`src/w5ud_div.sv`:
```
// ============================================================================
// w5ud_div
// Pipelined restoring divider, one quotient bit per stage, shared tag.
// ============================================================================
module w5ud_div #(
  parameter int unsigned LANES = 1,
  parameter int unsigned NUM_W = 8,
  parameter int unsigned DEN_W = 8,
  parameter int unsigned TAG_W = 1
) (
  input  logic                            clk_i,
  input  logic                            rst_ni,
  input  logic                            valid_i,
  input  logic [LANES-1:0][NUM_W-1:0]     num_i,
  input  logic [LANES-1:0][DEN_W-1:0]     rem_i,   // must be below den_i
  input  logic [LANES-1:0][DEN_W-1:0]     den_i,
  input  logic [TAG_W-1:0]                tag_i,
  output logic                            valid_o,
  output logic [LANES-1:0][NUM_W-1:0]     quo_o,
  output logic [LANES-1:0][DEN_W-1:0]     rem_o,
  output logic [LANES-1:0][DEN_W-1:0]     den_o,
  output logic [TAG_W-1:0]                tag_o
);

  logic [NUM_W-1:0]                         vld_q;
  logic [NUM_W-1:0][LANES-1:0][DEN_W-1:0]   rem_q;
  logic [NUM_W-1:0][LANES-1:0][DEN_W-1:0]   den_q;
  logic [NUM_W-1:0][LANES-1:0][NUM_W-1:0]   nq_q;   // dividend bits in, quotient out
  logic [NUM_W-1:0][TAG_W-1:0]              tag_q;

  for (genvar g = 0; g < NUM_W; g++) begin : g_stage
    logic                          vld_in;
    logic [LANES-1:0][DEN_W-1:0]   rem_in, den_in, rem_d;
    logic [LANES-1:0][NUM_W-1:0]   nq_in, nq_d;
    logic [TAG_W-1:0]              tag_in;

    if (g == 0) begin : g_first
      assign vld_in = valid_i;
      assign rem_in = rem_i;
      assign den_in = den_i;
      assign nq_in  = num_i;
      assign tag_in = tag_i;
    end else begin : g_next
      assign vld_in = vld_q[g-1];
      assign rem_in = rem_q[g-1];
      assign den_in = den_q[g-1];
      assign nq_in  = nq_q[g-1];
      assign tag_in = tag_q[g-1];
    end

    always_comb begin
      logic [DEN_W:0] rem2, sub;
      logic           ge;
      for (int l = 0; l < LANES; l++) begin
        rem2     = {rem_in[l], nq_in[l][NUM_W-1]};
        sub      = rem2 - {1'b0, den_in[l]};
        ge       = (rem2 >= {1'b0, den_in[l]});
        rem_d[l] = ge ? sub[DEN_W-1:0] : rem2[DEN_W-1:0];
        nq_d[l]  = {nq_in[l][NUM_W-2:0], ge};
      end
    end

    always_ff @(posedge clk_i or negedge rst_ni) begin
      if (!rst_ni) begin
        vld_q[g] <= 1'b0;
      end else begin
        vld_q[g] <= vld_in;
      end
    end

    always_ff @(posedge clk_i) begin
      rem_q[g] <= rem_d;
      den_q[g] <= den_in;
      nq_q[g]  <= nq_d;
      tag_q[g] <= tag_in;
    end
  end

  assign valid_o = vld_q[NUM_W-1];
  assign quo_o   = nq_q[NUM_W-1];
  assign rem_o   = rem_q[NUM_W-1];
  assign den_o   = den_q[NUM_W-1];
  assign tag_o   = tag_q[NUM_W-1];

endmodule

```
`config.mk`:
```
export PLATFORM = sky130hd
export DESIGN_NAME = w5ud_div
export DESIGN_NICKNAME = d
export VERILOG_FILES = /design/src/w5ud_div.sv
export SDC_FILE = /design/constraint.sdc
export NUM_CORES = 1
export LEC_CHECK = 0
export BUFFER_PORTS_ARGS = -buffer_cell sky130_fd_sc_hd__buf_2
export CORE_MARGIN = 2
export CORE_UTILIZATION = 55
export DETAILED_ROUTE_END_ITERATION = 8
export HOLD_SLACK_MARGIN = 0.12
export PLACE_DENSITY = 0.81
export SYNTH_ARGS = -nofsm -noshare
export SYNTH_HDL_FRONTEND = slang
export SYNTH_SLANG_ARGS = --single-unit
export TNS_END_PERCENT = 5
```
`constraint.sdc`:
```
create_clock -name clk_i -period 2.47 [get_ports clk_i]
set_input_delay 0.247 -clock clk_i [delete_from_list [all_inputs] [get_ports clk_i]]
set_output_delay 0.247 -clock clk_i [all_outputs]
set_load 0.01 [all_outputs]
```
==> results.yml, run 1 <==
clock_tree:
  tritoncts: "built"
  clk_pin_slew_worst_paths_ns: 0.06
  htreeDepth: 1
  clockRootBuffer: "clkbuf_16"
  cts_inserted_buffers: 21
  clockBufferDepth: 3
  cts_resized: 0
  clk_latency_ns: 0.48
  cts.sinks: 208
detailed_routing:
  drt_wl_total_microns: 13700
  drcViolationCount: 0
  num_vias: 5395
  drt_iter0_markers: 240
  wl_per_cell_microns: 13.1
  drtPass1Iterations: 4
  ant_nets: 0
  vias_per_cell: 5.16
worst_setup_path:
  slowest_stage: "dlygate4sd3_1"
  worst-path-buf-inv: 2
  required_ns: 2.84
  endpoint_kind: "flip-flop"
  cpPeakStageDelay_ns: 0.52
  critPathMaxFanout: 7
  startpoint_type: "primary input"
  r2r_slack_ns: 0.29
  r2r.worst_path.cells: 7
  critPathKind: "primary input to flip-flop"
  rr_endpoint: "g_stage[7].rem_in[2]"
  r2r_start: "g_stage[6].den_in[6]"
  cp.arrival_ns: 2.59
  crit_chain: "dlygate4sd3_1 > buf_2 > ha_1 > a21oi_1 > o21ai_0 > a21boi_0 > a21boi_4 > mux2_2"
  crit_family: "compound AO/OA/AOI/OAI gates"
cells_and_area:
  final_cell_mix: "200 x dfxtp_1, 97 x inv_1, 64 x ha_1"
  antennaDiodeCount: 0
  postLayoutCoreUtil_pct: 65.6
  syn2layout_area_growth_pct: 18.2
  drive_above_1_share_pct: 14.2
  design_area_sq_um: 9420
  num-fill-cells: 1078
  finalNetCount: 948
  fin_cells: 1045
  layout_commonest_cell: "dfxtp_1"
floorplanning:
  die_area_sq_um: 15500
  initial_core_util_pct: 55.5
  coreArea_sq_um: 14400
  die_w_microns: 124
  rows: 44
  dieHeight_microns: 124
  num_io_pins: 54
placement:
  globalplace.congestion: 0.834
  io_buffers: 53
  placed_area_sq_um: 8480
  pre_cts_ws_ns: 0.249
  dp_hpwl_microns: 9930
  place_inst: 982
power:
  p_per_area_nw_per_um2: 1270
  total_power_mw: 12.0
  ir_drop_mv: 0.501
  p_leak_nw: 4.34
sta:
  setup_viol: 0
  fin_tns_setup_ns: 0
  max_freq_ghz: 0.449
  finalMaxSlewViolations: 0
  hold_viol_final: 0
  clock_skew_ns: 0.00719
  min_period_over_period_pct: 90.1
  period_minus_slack_ns: 2.23
  tightestPinTransition_ns: 0.496
  holdWs_ns: 0.140
  rsz0062_at_grt: "no"
  slew_headroom_pct: 66.1
  setup_ws_ns: 0.244
synth:
  syn_inst: 746
  seq_area_frac_synth_pct: 52.7
  synth_edf_count: 0
  synth.distinct_cells: 48
  synth_area_sq_um: 7970
  async_reset_ff_share_pct: 3.85
  synth-main-ff-cell: "dfxtp_1"
  avgSynthCellArea_sq_um: 10.7
  syn_nets: 846
  ys_seq_elements: 208
  ys_warn_count: 0
global_routing:
  track_usage_pct: 18.3
  grt_max_degree: 18
  grt-ovfl-total: 0
  grt_first_pass_wirelength_microns: 24000
  antenna_found_initial: 0
  grt_pass1_vias: 5419
run_status:
  outcome: "completed"
worst_hold_path:
  hold_class: "primary input to async pin"
job:
  maxCapViolCount: 0
[how the worst max path moves through the flow]
stage / from / endpoint / slack (ns) / cells past startpoint
6_report: rem_i[5] / g_stage[1].rem_in[3] / 0.24 / 8
5_1_grt: rem_i[5] / g_stage[1].rem_in[3] / 0.02 / 8
4_1_cts: rem_i[5] / g_stage[1].rem_in[3] / 0.20 / 8
3_5_place_dp: rem_i[5] / g_stage[1].rem_in[6] / 0.25 / 7
3_3_place_gp: g_stage[6].den_in[6] / g_stage[7].rem_in[3] / 0.33 / 7
2_1_floorplan: g_stage[6].den_in[6] / g_stage[7].rem_in[2] / 0.50 / 7
[cell type report]
type                       instances  area, sq um  share of cell area, %
inverter                          97          364                   3.86
sequential                       208         4200                   44.6
tap                              184          230                   2.44
clock inverter                    10          116                   1.23
clock buffer                      26          564                   5.99
multi-input combinational        437         3390                   36.0
timing repair buffer              83          556                   5.89
[flip-flops by register name, indices dropped and copies added (netlist names)]
signal,cells
g_stage.nq_in,56
den_o,8
g_stage.vld_in,7
g_stage.den_in,56
g_stage.tag_in,7
quo_o,8
rem_o,8
tag_o,1
g_stage.rem_in,56
valid_o,1
[cell families after synthesis]
| group | count (synthesis) | synth area share [%] |
|---|---|---|
| multiplexers | 36 | 4.91 |
| adder cells (fa/ha/maj) | 72 | 12.1 |
| AO/OA/AOI/OAI | 161 | 14.1 |
| AND/OR/NAND/NOR | 144 | 8.80 |
| flip-flops | 208 | 52.7 |
| XOR/XNOR | 24 | 2.64 |
| buffers and inverters | 101 | 4.77 |
[power by group]
group / switching, mW / internal (mW)
sequential: 0.341 / 4.20
combinational: 2.28 / 2.12
clock: 1.22 / 1.84
[synthesized netlist by cell type, types with 11 or more instances]
cell type / instances / share of area (%)
nor2_1: 26 / 1.2
mux2_2: 25 / 3.5
xnor2_1: 17 / 1.9
a21oi_1: 31 / 1.9
o21ai_0: 33 / 2.1
dfxtp_1: 200 / 50
nor2b_1: 23 / 1.8
nand2_1: 43 / 2.0
nand3_1: 14 / 0.88
ha_1: 64 / 10
mux2i_1: 11 / 1.4
o21a_1: 31 / 2.9
nor3_1: 16 / 1.0
inv_1: 97 / 4.6
[timing repair]
item	in CTS	in global routing
endpoints found under the setup margin	0	5
hold buffers	26	0
setup buffers	0	1
endpoints found under the hold margin	33	0
[layer usage]
| metal | up-vias | share of wire (%) | GRT usage, % |
|---|---|---|---|
| met4 | 0 | 2.6 | 6.87 |
| met1 | 2498 | 41 | 20.1 |
| li1 | 2754 | - | - |
| met3 | 31 | 3.4 | 3.05 |
| met5 | - | 0 | 0 |
| met2 | 112 | 53 | 35.0 |
No activity file was read; power rests on OpenSTA's default activity.
==> run 2: changes to the inputs <==
--- a/config.mk
+++ b/config.mk
@@ -5,12 +5,13 @@
 export SDC_FILE = /design/constraint.sdc
 export NUM_CORES = 1
 export LEC_CHECK = 0
+export ABC_AREA = 1
 export BUFFER_PORTS_ARGS = -buffer_cell sky130_fd_sc_hd__buf_2
 export CORE_MARGIN = 2
 export CORE_UTILIZATION = 55
 export DETAILED_ROUTE_END_ITERATION = 8
 export HOLD_SLACK_MARGIN = 0.12
-export PLACE_DENSITY = 0.81
+export PLACE_DENSITY = 0.8
 export SYNTH_ARGS = -nofsm -noshare
 export SYNTH_HDL_FRONTEND = slang
 export SYNTH_SLANG_ARGS = --single-unit
==> run 2 against run 1 <==
Compared with the run above:
- sequential power increased by 2%
- cell count increased by 34%
- clock power increased by 5%
- total power increased by 5.8%
- non-clock buffer count decreased by 4
- die area increased by 8.1%
- synthesized cell count increased by 43%
- first-iteration DRC count increased by 71%
- via count increased by 25%
- clock skew about the same
- routed wire length increased by 21%
- register-to-register slack improved by 0.32 ns
==> results.yml, run 2 <==
power:
  power_switching_mw: 4.70
  ir_drop_mv: 0.580
  total_power_mw: 12.7
  seqPwrFrac_pct: 36.5
  p_comb_share_pct: 38.2
  power_frac_clock_pct: 25.4
  p_per_area_nw_per_um2: 1250
  swShare_pct: 37.0
  p_int_mw: 8.00
  p_leak_nw: 5.54
sta:
  setup_ws_ns: 0.614
  rsz0062_at_grt: "no"
  tightestPinTransition_ns: 0.535
  period_minus_slack_ns: 1.86
  finalMaxSlewViolations: 0
  max_freq_ghz: 0.539
  setup_viol: 0
  slew_headroom_pct: 64.4
  min_period_over_period_pct: 75.1
  hold_viol_final: 0
  fin_tns_setup_ns: 0
  clock_skew_ns: 0.00749
cells_and_area:
  layout_commonest_cell: "nand2_1"
  syn2layout_area_growth_pct: 17.3
  antennaDiodeCount: 0
  drive_above_1_share_pct: 9.96
  postLayoutCoreUtil_pct: 66.4
  finalNetCount: 1271
  design_area_sq_um: 10100
  final_cell_mix: "338 x nand2_1, 200 x dfxtp_1, 188 x inv_1"
synth:
  yosysTopAreaCellShare_pct: 46.3
  seq_area_frac_synth_pct: 48.6
  async_reset_ff_share_pct: 3.85
  synth_top_area_cell: "dfxtp_1"
  synth_area_sq_um: 8640
  synth_common_cells: "338 x nand2_1, 200 x dfxtp_1, 188 x inv_1, 119 x nand3_1, 64 x ha_1"
  synth-main-ff-cell: "dfxtp_1"
  avgSynthCellArea_sq_um: 8.08
  ys_warn_count: 0
  synth.distinct_cells: 26
  yosysMostFrequentCell: "nand2_1"
  syn_nets: 1170
  ys_seq_elements: 208
  syn_inst: 1070
  yosys-top-cells-area: "dfxtp_1 46%, nand2_1 15%, ha_1 9.3%, inv_1 8.2%, nand3_1 6.9%"
  synth_edf_count: 0
clock_tree:
  cts_inserted_buffers: 21
  clk_latency_ns: 0.50
  cts_setup_buffers: 0
  tritoncts: "built"
  htreeDepth: 1
  cts.sinks: 208
  cts_resized: 0
  clockBufferDepth: 3
  clk_pin_slew_worst_paths_ns: 0.06
  clockRootBuffer: "clkbuf_16"
global_routing:
  track_usage_pct: 20.5
  grt.met3_usage_pct: 3.22
  grt_max_degree: 16
  grt_pass1_vias: 6532
  use_met1_pct: 25.4
  grt_first_pass_wirelength_microns: 28200
  grtUsageMet2_pct: 35.7
  grt-ovfl-total: 0
  top_usage_layer: "met2"
  antenna_found_initial: 0
worst_setup_path:
  critPathKind: "flip-flop to flip-flop"
  cpPeakStageDelay_ns: 0.44
  required_ns: 2.85
  critPathMaxFanout: 9
  r2r_slack_ns: 0.61
  cp.arrival_ns: 2.24
  startpoint_type: "flip-flop"
  r2r.worst_path.cells: 8
  endpoint_kind: "flip-flop"
  crit_family: "simple AND/OR/NAND/NOR gates"
  worst-path-buf-inv: 1
  crit_chain: "inv_1 > ha_1 > nand2_1 > nor2_1 > a21oi_2 > nand2_4 > nand2_1 > nand2_1"
  r2r_start: "g_stage[5].den_in[5]"
  crit_top_cell: "nand2_1"
  slowest_stage: "a21oi_2"
  rr_endpoint: "g_stage[6].rem_in[2]"
floorplanning:
  die_area_sq_um: 16700
  initial_core_util_pct: 56.6
  coreArea_sq_um: 15300
  die_w_microns: 129
  rows: 45
  dieHeight_microns: 129
  num_io_pins: 54
placement:
  dp_hpwl_microns: 12200
  io_buffers: 53
  placed_area_sq_um: 9160
  globalplace.congestion: 0.917
  pre_cts_ws_ns: 0.654
run_status:
  outcome: "completed"
detailed_routing:
  wl_per_cell_microns: 11.9
  drtPass1Iterations: 5
  drt_iter0_markers: 411
  drcViolationCount: 0
  drt_wl_total_microns: 16600
  ant_nets: 0
  vias_per_cell: 4.84
  num_vias: 6758
job:
  maxCapViolCount: 0
worst_hold_path:
  hold_class: "primary input to async pin"
## run 2: cell types whose count changed in the layout (fill, tap and decap cells not counted), moves of 10 or more
cell / before / now
inv_1: 97 / 188
mux2_2: 25 / 0
mux2i_1: 11 / 0
nand2_1: 43 / 338
nand2_4: 0 / 10
nand3_1: 14 / 119
nor2_1: 26 / 38
nor2b_1: 23 / 0
o21a_1: 31 / 0
o21ai_0: 33 / 0
## run 2: power groups by stage
stage | sequential [mW] | combinational [mW] | clock [mW]
floorplan | 4.63 | 3.73 | 0
global placement | 4.68 | 4.59 | 0
detailed placement | 4.69 | 4.72 | 0
CTS | 4.63 | 4.81 | 3.29
global route | 4.71 | 5.57 | 3.43
finish | 4.63 | 4.85 | 3.22
## run 2: worst max-delay path by stage
stage | from | endpoint | slack, ns | cells past startpoint
global route | g_stage[6].den_in[1] | g_stage[7].rem_in[7] | 0.46 | 10
CTS | g_stage[3].den_in[6] | g_stage[4].rem_in[0] | 0.62 | 10
detailed placement | g_stage[3].den_in[6] | g_stage[4].rem_in[2] | 0.65 | 10
global placement | g_stage[3].den_in[6] | g_stage[4].rem_in[7] | 0.68 | 10
floorplan | g_stage[6].den_in[3] | g_stage[7].rem_in[7] | 0.97 | 10
finish | g_stage[5].den_in[5] | g_stage[6].rem_in[2] | 0.61 | 8
## run 2: routing by layer
| layer | part of all wire (%) | wire (microns) | up-vias |
|---|---|---|---|
| li1 | - | - | 3518 |
| met1 | 45 | 7480 | 3005 |
| met2 | 47 | 7740 | 183 |
| met3 | 5.0 | 836 | 52 |
| met4 | 3.5 | 583 | 0 |
| met5 | 0 | 0 | - |
## run 2: cells by family (layout without fill, tap and decap cells)
| logic type | Yosys count | in the layout | synth area share (%) |
|---|---|---|---|
| AO/OA/AOI/OAI | 31 | 31 | 1.95 |
| adder cells (fa/ha/maj) | 72 | 72 | 11.1 |
| AND/OR/NAND/NOR | 545 | 545 | 27.5 |
| flip-flops | 208 | 208 | 48.6 |
| buffers and inverters | 190 | 305 | 8.34 |
| XOR/XNOR | 24 | 24 | 2.43 |
## run 2: worst reg2reg max path: stages, from the launching register on
cell and delay [ns]:
dfxtp_1 0.40, inv_1 0.07, ha_1 0.33, nand2_1 0.11, nor2_1 0.07, a21oi_2 0.44
nand2_4 0.17, nand2_1 0.11, nand2_1 0.06
## run 2: through the flow
step / std cells / hold slack (ns)
2_1_floorplan: 1070 / -0.0486
3_3_place_gp: 1333 / 0.0918
3_5_place_dp: 1333 / 0.102
4_1_cts: 1396 / 0.121
5_1_grt: 1396 / 0.164
6_report: 1396 / 0.127
## run 2: what timing repair did
action,in CTS,in global routing
hold endpoints to repair,33,0
hold buffers,26,0
endpoints found under the setup margin,0,0
## run 2: area by class of cell
type                    count  area, sq um
well taps                 211          264
multi-input cells         672         3720
inverters                 189          709
repair buffers             79          526
flip-flops and latches    208         4200
clock inverters             9          106
fillers                  1196         5120
clock buffers              28          612
==> run 3: changes to the inputs <==
--- a/config.mk
+++ b/config.mk
@@ -5,13 +5,13 @@
 export SDC_FILE = /design/constraint.sdc
 export NUM_CORES = 1
 export LEC_CHECK = 0
-export ABC_AREA = 1
+export ABC_AREA = 0
 export BUFFER_PORTS_ARGS = -buffer_cell sky130_fd_sc_hd__buf_2
 export CORE_MARGIN = 2
 export CORE_UTILIZATION = 55
 export DETAILED_ROUTE_END_ITERATION = 8
 export HOLD_SLACK_MARGIN = 0.12
-export PLACE_DENSITY = 0.8
+export PLACE_DENSITY = 0.81
 export SYNTH_ARGS = -nofsm -noshare
 export SYNTH_HDL_FRONTEND = slang
 export SYNTH_SLANG_ARGS = --single-unit
==> constraint.sdc (replaced) <==
create_clock -name clk_i -period 1.9 [get_ports clk_i]
set_input_delay 0.19 -clock clk_i [delete_from_list [all_inputs] [get_ports clk_i]]
set_output_delay 0.19 -clock clk_i [all_outputs]
set_load 0.01 [all_outputs]
==> run 3 against run 2 <==
Compared with the run above:
- the run now ends with setup timing left
- sequential power grew 32%
- maximum frequency shrank 9.1%
- first-iteration DRC count shrank 1.7%
==> results.yml, run 3 (synthesized netlist as in run 1, its figures left out) <==
run_status:
  outcome: "finished, violations left"
  violations: "setup timing"
worst_hold_path:
  hold_path_depth: 4
  min_to: "g_stage[1].rem_in[7]"
  hp-start: "rem_i[7]"
  hold_class: "primary input to flip-flop"
detailed_routing:
  ant_nets: 0
  drt_wl_total_microns: 19700
  wl_per_cell_microns: 17.4
  vias_per_cell: 5.41
  drcViolationCount: 0
  drt_iter0_markers: 404
  num_vias: 6153
  drtPass1Iterations: 5
cells_and_area:
  num-fill-cells: 866
  syn2layout_area_growth_pct: 35.1
  finalNetCount: 1041
  drive_above_1_share_pct: 32.7
  fin_cells: 1138
  antennaDiodeCount: 0
  final_cell_mix: "178 x dfxtp_1, 87 x inv_1, 86 x buf_4"
  layout_commonest_cell: "dfxtp_1"
  postLayoutCoreUtil_pct: 75.0
sta:
  fin_tns_setup_ns: -1.25
  setup_viol: 19
  setup_ws_ns: -0.140
  clock_skew_ns: 0.0180
  finalMaxSlewViolations: 0
  period_minus_slack_ns: 2.04
  hold_viol_final: 0
  tightestPinTransition_ns: 0.575
  max_freq_ghz: 0.490
  rsz0062_at_grt: "yes"
  slew_headroom_pct: 60.7
  holdWs_ns: 0.243
  min_period_over_period_pct: 107
floorplanning:
  num_io_pins: 54
  rows: 44
  coreArea_sq_um: 14400
  die_area_sq_um: 15500
  die_w_microns: 124
  initial_core_util_pct: 55.5
  dieHeight_microns: 124
worst_setup_path:
  r2r_start: "g_stage[6].den_in[6]"
  endpoint_kind: "flip-flop"
  r2r_slack_ns: -0.14
  slowest_stage: "a2111oi_0"
  cp.arrival_ns: 2.44
  cpPeakStageDelay_ns: 0.57
  crit_chain: "inv_2 > ha_4 > buf_4 > a2111oi_0 > and3_1 > nor3_1 > mux2_4"
  startpoint_type: "flip-flop"
  rr_endpoint: "g_stage[7].rem_in[7]"
  critPathMaxFanout: 4
  critPathKind: "flip-flop to flip-flop"
  required_ns: 2.30
  r2r.worst_path.cells: 7
global_routing:
  track_usage_pct: 23.0
  antenna_found_initial: 0
  grt-ovfl-total: 0
  grt_first_pass_wirelength_microns: 29300
  grt_max_degree: 18
  grt_pass1_vias: 6272
clock_tree:
  htreeDepth: 1
  clk_latency_ns: 0.51
  tritoncts: "built"
  clk_pin_slew_worst_paths_ns: 0.07
  cts.sinks: 208
  clockBufferDepth: 3
  cts_inserted_buffers: 20
  clockRootBuffer: "clkbuf_16"
placement:
  globalplace.congestion: 0.845
  dp_hpwl_microns: 10800
  io_buffers: 53
  place_inst: 1055
power:
  p_per_area_nw_per_um2: 1760
  ir_drop_mv: 1.03
  p_leak_nw: 4.90
  total_power_mw: 19.0
job:
  maxCapViolCount: 0
[run 3: worst max-delay path by stage]
stage	to	cells after the start	start	slack [ns]
3_3_place_gp	g_stage[5].rem_in[3]	7	g_stage[4].den_in[3]	-0.10
4_1_cts	g_stage[4].rem_in[5]	8	g_stage[3].den_in[4]	-0.003
2_1_floorplan	g_stage[7].rem_in[2]	8	g_stage[6].den_in[5]	-0.02
5_1_grt	g_stage[7].rem_in[7]	7	g_stage[6].den_in[6]	-0.16
3_5_place_dp	g_stage[1].rem_in[3]	7	rem_i[5]	-0.18
6_report	g_stage[7].rem_in[7]	7	g_stage[6].den_in[6]	-0.14
[run 3: where the power goes]
part,switching [mW],internal [mW]
clock,1.71,2.54
sequential,0.631,5.48
combinational,4.05,4.60
[run 3: metrics by stage]
stage                     worst slack [ns]  area [sq um]
after floorplan                    -0.0180          7990
after global placement              -0.104          9040
after detailed placement            -0.183          9040
after CTS                         -0.00335         10500
after global routing                -0.162         10800
final                               -0.140         10800
[run 3: critical path: cells and delay by family, from the launching register on]
| kind | cells | cell delay [ns] |
|---|---|---|
| DFF | 1 | 0.34 |
| AOI/OAI and AO/OA | 1 | 0.57 |
| buffers and inverters | 2 | 0.20 |
| and+or+nand+nor | 2 | 0.33 |
| adders and majority gates | 1 | 0.22 |
| muxes | 1 | 0.28 |
[run 3: final cells by class]
cell class,count,area (sq um),area share [%]
clock buffer,23,522,4.84
clock inverter,12,183,1.70
inverter,97,364,3.38
multi-input combinational,437,3920,36.4
sequential,208,4230,39.3
tap,184,230,2.14
timing repair buffer,177,1320,12.3
[run 3: per-layer routing]
layer,track usage [%],part of all wire [%],wire length [microns]
met4,9.98,4.6,903
met3,3.69,3.7,739
met1,23.3,37,7380
met5,0,0,0
met2,45.6,54,10700
[run 3: timing repair]
item,4_1_cts,5_1_grt
resized for setup,65,66
buffers inserted,14,6
setup endpoints to repair,30,43
pin swaps,18,16
hold buffers,28,0
endpoints found under the hold margin,33,0
